File: config.mk
export PLATFORM = sky130hd
export DESIGN_NAME = mtfo_init_stage
export DESIGN_NICKNAME = d
export VERILOG_FILES = /design/src/hdl/mtfo_pkg.sv /design/src/hdl/mtfo_init_stage.sv
export SDC_FILE = /design/constraint.sdc
export NUM_CORES = 1
export LEC_CHECK = 0
export ABC_CLOCK_PERIOD_IN_PS = 7700
export BUFFER_PORTS_ARGS = -buffer_cell sky130_fd_sc_hd__buf_2
export CORE_MARGIN = 2
export CORE_UTILIZATION = 50
export DETAILED_ROUTE_END_ITERATION = 7
export PLACE_DENSITY = 0.77
export RECOVER_POWER = 50
export SKIP_CTS_REPAIR_TIMING = 1
export SYNTH_ARGS = -nofsm -noshare
export SYNTH_HDL_FRONTEND = slang
export SYNTH_SLANG_ARGS = --single-unit
File: constraint.sdc
create_clock -name clk -period 7.7 [get_ports clk]
set_input_delay 1.155 -clock clk [delete_from_list [all_inputs] [get_ports clk]]
set_output_delay 1.155 -clock clk [all_outputs]
set_load 0.05 [all_outputs]
File: src/hdl/mtfo_pkg.sv
package mtfo_pkg;

  // Generator constants.
  localparam logic [31:0] INIT_MULT  = 32'd1812433253;
  localparam logic [31:0] TWIST_XOR  = 32'h9908b0df;
  localparam logic [31:0] TEMPER_B   = 32'd2636928640;
  localparam logic [31:0] TEMPER_C   = 32'd4022730752;
  localparam logic [31:0] UPPER_BIT  = 32'h80000000;
  localparam logic [31:0] LOW_MASK   = 32'h7fffffff;
  localparam int          INIT_STEPS = 398;
  localparam int          TAP_OFFSET = 397;

  // Word carried down the initialization pipeline.
  typedef struct packed {
    logic        valid;
    logic [31:0] seed;
    logic [31:0] w1;
    logic [31:0] w2;
    logic [31:0] wt0;
    logic [31:0] w;
  } init_stage_t;

  // First-twist combination of two state words and a tap word.
  function automatic logic [31:0] mt_twist(input logic [31:0] hi_src,
                                           input logic [31:0] lo_src,
                                           input logic [31:0] tap);
    logic [31:0] joined;
    logic [31:0] r;
    joined = (hi_src & UPPER_BIT) | (lo_src & LOW_MASK);
    r = tap ^ (joined >> 1);
    if (joined[0]) begin
      r = r ^ TWIST_XOR;
    end
    return r;
  endfunction

  // Output tempering.
  function automatic logic [31:0] mt_temper(input logic [31:0] v_in);
    logic [31:0] v;
    v = v_in;
    v = v ^ (v >> 11);
    v = v ^ ((v << 7) & TEMPER_B);
    v = v ^ ((v << 15) & TEMPER_C);
    v = v ^ (v >> 18);
    return v;
  endfunction

endpackage

File: src/hdl/mtfo_init_stage.sv
module mtfo_init_stage #(
  parameter int STEP = 1
) (
  input  logic                 clk,
  input  logic                 rst_n,
  input  mtfo_pkg::init_stage_t stage_in,
  output mtfo_pkg::init_stage_t stage_out
);
  import mtfo_pkg::*;

  logic [31:0] mix;
  logic [31:0] prod;
  logic [31:0] w_nxt;
  init_stage_t stage_r;
  init_stage_t stage_nxt;

  // One step of the initialization recurrence: one multiply and one add.
  always_comb begin
    mix   = stage_in.w ^ (stage_in.w >> 30);
    prod  = mix * INIT_MULT;
    w_nxt = prod + 32'(STEP);
  end

  // Capture the words that the first twist needs as they go by.
  always_comb begin
    stage_nxt     = stage_in;
    stage_nxt.w   = w_nxt;
    if (STEP == 1) begin
      stage_nxt.w1 = w_nxt;
    end
    if (STEP == 2) begin
      stage_nxt.w2 = w_nxt;
    end
    if (STEP == TAP_OFFSET) begin
      stage_nxt.wt0 = w_nxt;
    end
  end

  // Stage register; only the valid bit is cleared by reset.
  always_ff @(posedge clk) begin
    if (!rst_n) begin
      stage_r.valid <= 1'b0;
    end else begin
      stage_r.valid <= stage_nxt.valid;
    end
    stage_r.seed <= stage_nxt.seed;
    stage_r.w1   <= stage_nxt.w1;
    stage_r.w2   <= stage_nxt.w2;
    stage_r.wt0  <= stage_nxt.wt0;
    stage_r.w    <= stage_nxt.w;
  end

  assign stage_out = stage_r;

endmodule

==> flow_summary.toml <==
[synthesis]
synthTopCellsByArea = "fa_1, ha_1, dfxtp_1"
synth-seq-cells = 129
synth.distinct_cells = 40
async_flop_share_pct = 0
synth_edf_count = 0
syn-cell-area_um2 = 10500
yosysTopAreaCellShare_pct = 27.9
netlist_instances = 914
synth.top_cells.by_count = "inv_1, ha_1, fa_1"
ys.flop_type = "dfxtp_1"
synth_nets = 1434
yosys_warnings = 0
yosysMostFrequentCell = "inv_1"
syn_avg_cell_area_um2 = 11.4
synth_seq_area_share_pct = 24.7
synth_largest_area_cell = "fa_1"

[routing]
first_iter_violations = 206
drc_errors = 0
post_drt_wl_per_cell_um = 16.3
final_antenna_net_count = 0
vias_per_cell = 4.83
dr.pass1.iters = 4
vias = 7208
drt-total-wl_um = 24300

[global_routing]
grt_first_pass_wirelength_um = 38600
grt.overflow.total = 0
grtUsageMet2_pct = 41.0
grt_max_degree = 17
antenna_found_initial = 1
gr-usage-met1_pct = 27.0
top_usage_layer = "met2"
globalRouteMet3Util_pct = 4.75
grt_pass1_vias = 7789
track_usage_pct = 22.8

[placed_design]
place_hpwl_um = 20900
routabilityCongestion = 0.918
io_buffers = 291

[clocking]
cts-htree-levels = 4
cts_buffers = 17
cts_sinks = 129
clk_path_buf_depth = 2
cts_root_buffer = "clkbuf_16"
tritoncts = "yes"
cts.clk_slew.worst_paths_ps = 60

[setup_path]
crit_buf_inv = 7
cp.arrival_ps = 7340
startpoint_type = "input port"
crit_fanout = 6
worstSetupPathType = "input port to flop"
slowest_delay_ps = 590
slowest_stage = "o311ai_0"
critPathRequiredTime_ps = 7980
critPathTopFamily = "adder cells"
end_kind = "flop"

[floorplanning]
io_pins = 324
rows = 52
chipHeight_um = 149
start_util_pct = 51.4
core_um2 = 20400
dieArea_um2 = 22100
die_x_um = 149

[timing]
final_hold_viol_count = 0
slew-limit-headroom_pct = 56.6
period_minus_slack_ps = 7060
rsz0062_at_grt = "no"
post-route-period-util_pct = 91.6
tns_ps = 0
fmax_mhz = 142
maxSlewViolCount = 0
worst_pin_slew_ps = 643
finalSetupViolCount = 0

[job]
cap_violations = 0

[layout]
drive_above_1_share_pct = 24.9
largest_reg_flops = 129
fin_nets = 1728
num-fill-cells = 1705
syn_to_final_growth_pct = 21.0

[run_status]
outcome = "complete, no violations"

[worst_hold_path]
min_path_type = "input port to flop"
==> layout make-up <==
type | count | area, µm² | area share, %
diodes | 2 | 5.00 | 0.0395
clock buffers | 18 | 439 | 3.47
clock inverters | 14 | 145 | 1.15
inverters | 223 | 837 | 6.61
multi-input cells | 529 | 6790 | 53.7
flip-flops and latches | 129 | 2580 | 20.4
well taps | 270 | 338 | 2.67
repair buffers | 308 | 1520 | 12.0
==> cell usage in the layout, fill, tap and decap left out, types with 3 or more instances in the layout <==
cell type     n
a21o_1       12
clkbuf_16    17
clkbuf_1     48
buf_4        15
xnor2_1      45
xor2_1       12
o21ai_0       5
fa_1        146
inv_1       223
o21bai_1      3
nand3_1       8
clkinv_4      4
nand2_1       7
a21oi_1      22
a21oi_2       3
nor2_1       14
dfxtp_1     129
o211ai_1      6
ha_1        211
clkinvlp_4    3
buf_2       245
and2_1        3
inv_6         4
==> per-layer routing <==
metal / vias to the layer above / wire [µm]
met1: 3486 / 9390
met3: 36 / 1820
li1: 3433 / -
met5: - / 0
met4: 0 / 708
met2: 253 / 12400
==> path summary, 6_finish.rpt <==
path	cells after the start	from	endpoint	slack (ps)
worst min-delay path	1	stage_in[95]	stage_out[95]	840
worst max-delay path	25	stage_in[31]	stage_out[126]	640
==> through the flow <==
stage | util [%] | worst slack, ps | instance area (µm²) | cells | hold WS (ps)
CTS | 62.5 | 613 | 12700 | 1491 | 816
global route | 62.1 | 302 | 12700 | 1492 | 818
detailed placement | 59.6 | 191 | 12100 | 1459 | 1260
finish | 62.2 | 644 | 12700 | 1493 | 844
floorplan | - | 615 | 10500 | 914 | 1180
global placement | 59.6 | 257 | 12100 | 1459 | 1260
==> logic make-up after synthesis <==
| kind of cell | count (synthesis) | share of synthesized area [%] |
|---|---|---|
| xor gates and xnor gates | 57 | 4.77 |
| DFF | 129 | 24.7 |
| adders and majority gates | 357 | 53.2 |
| and+or+nand+nor | 49 | 2.37 |
| buffers and inverters | 256 | 10.4 |
| AOI/OAI and AO/OA | 66 | 4.62 |
Power is left out: the tool's default activity adds up to more than one toggle a clock period on the data nets, which glitch-free logic cannot reach.
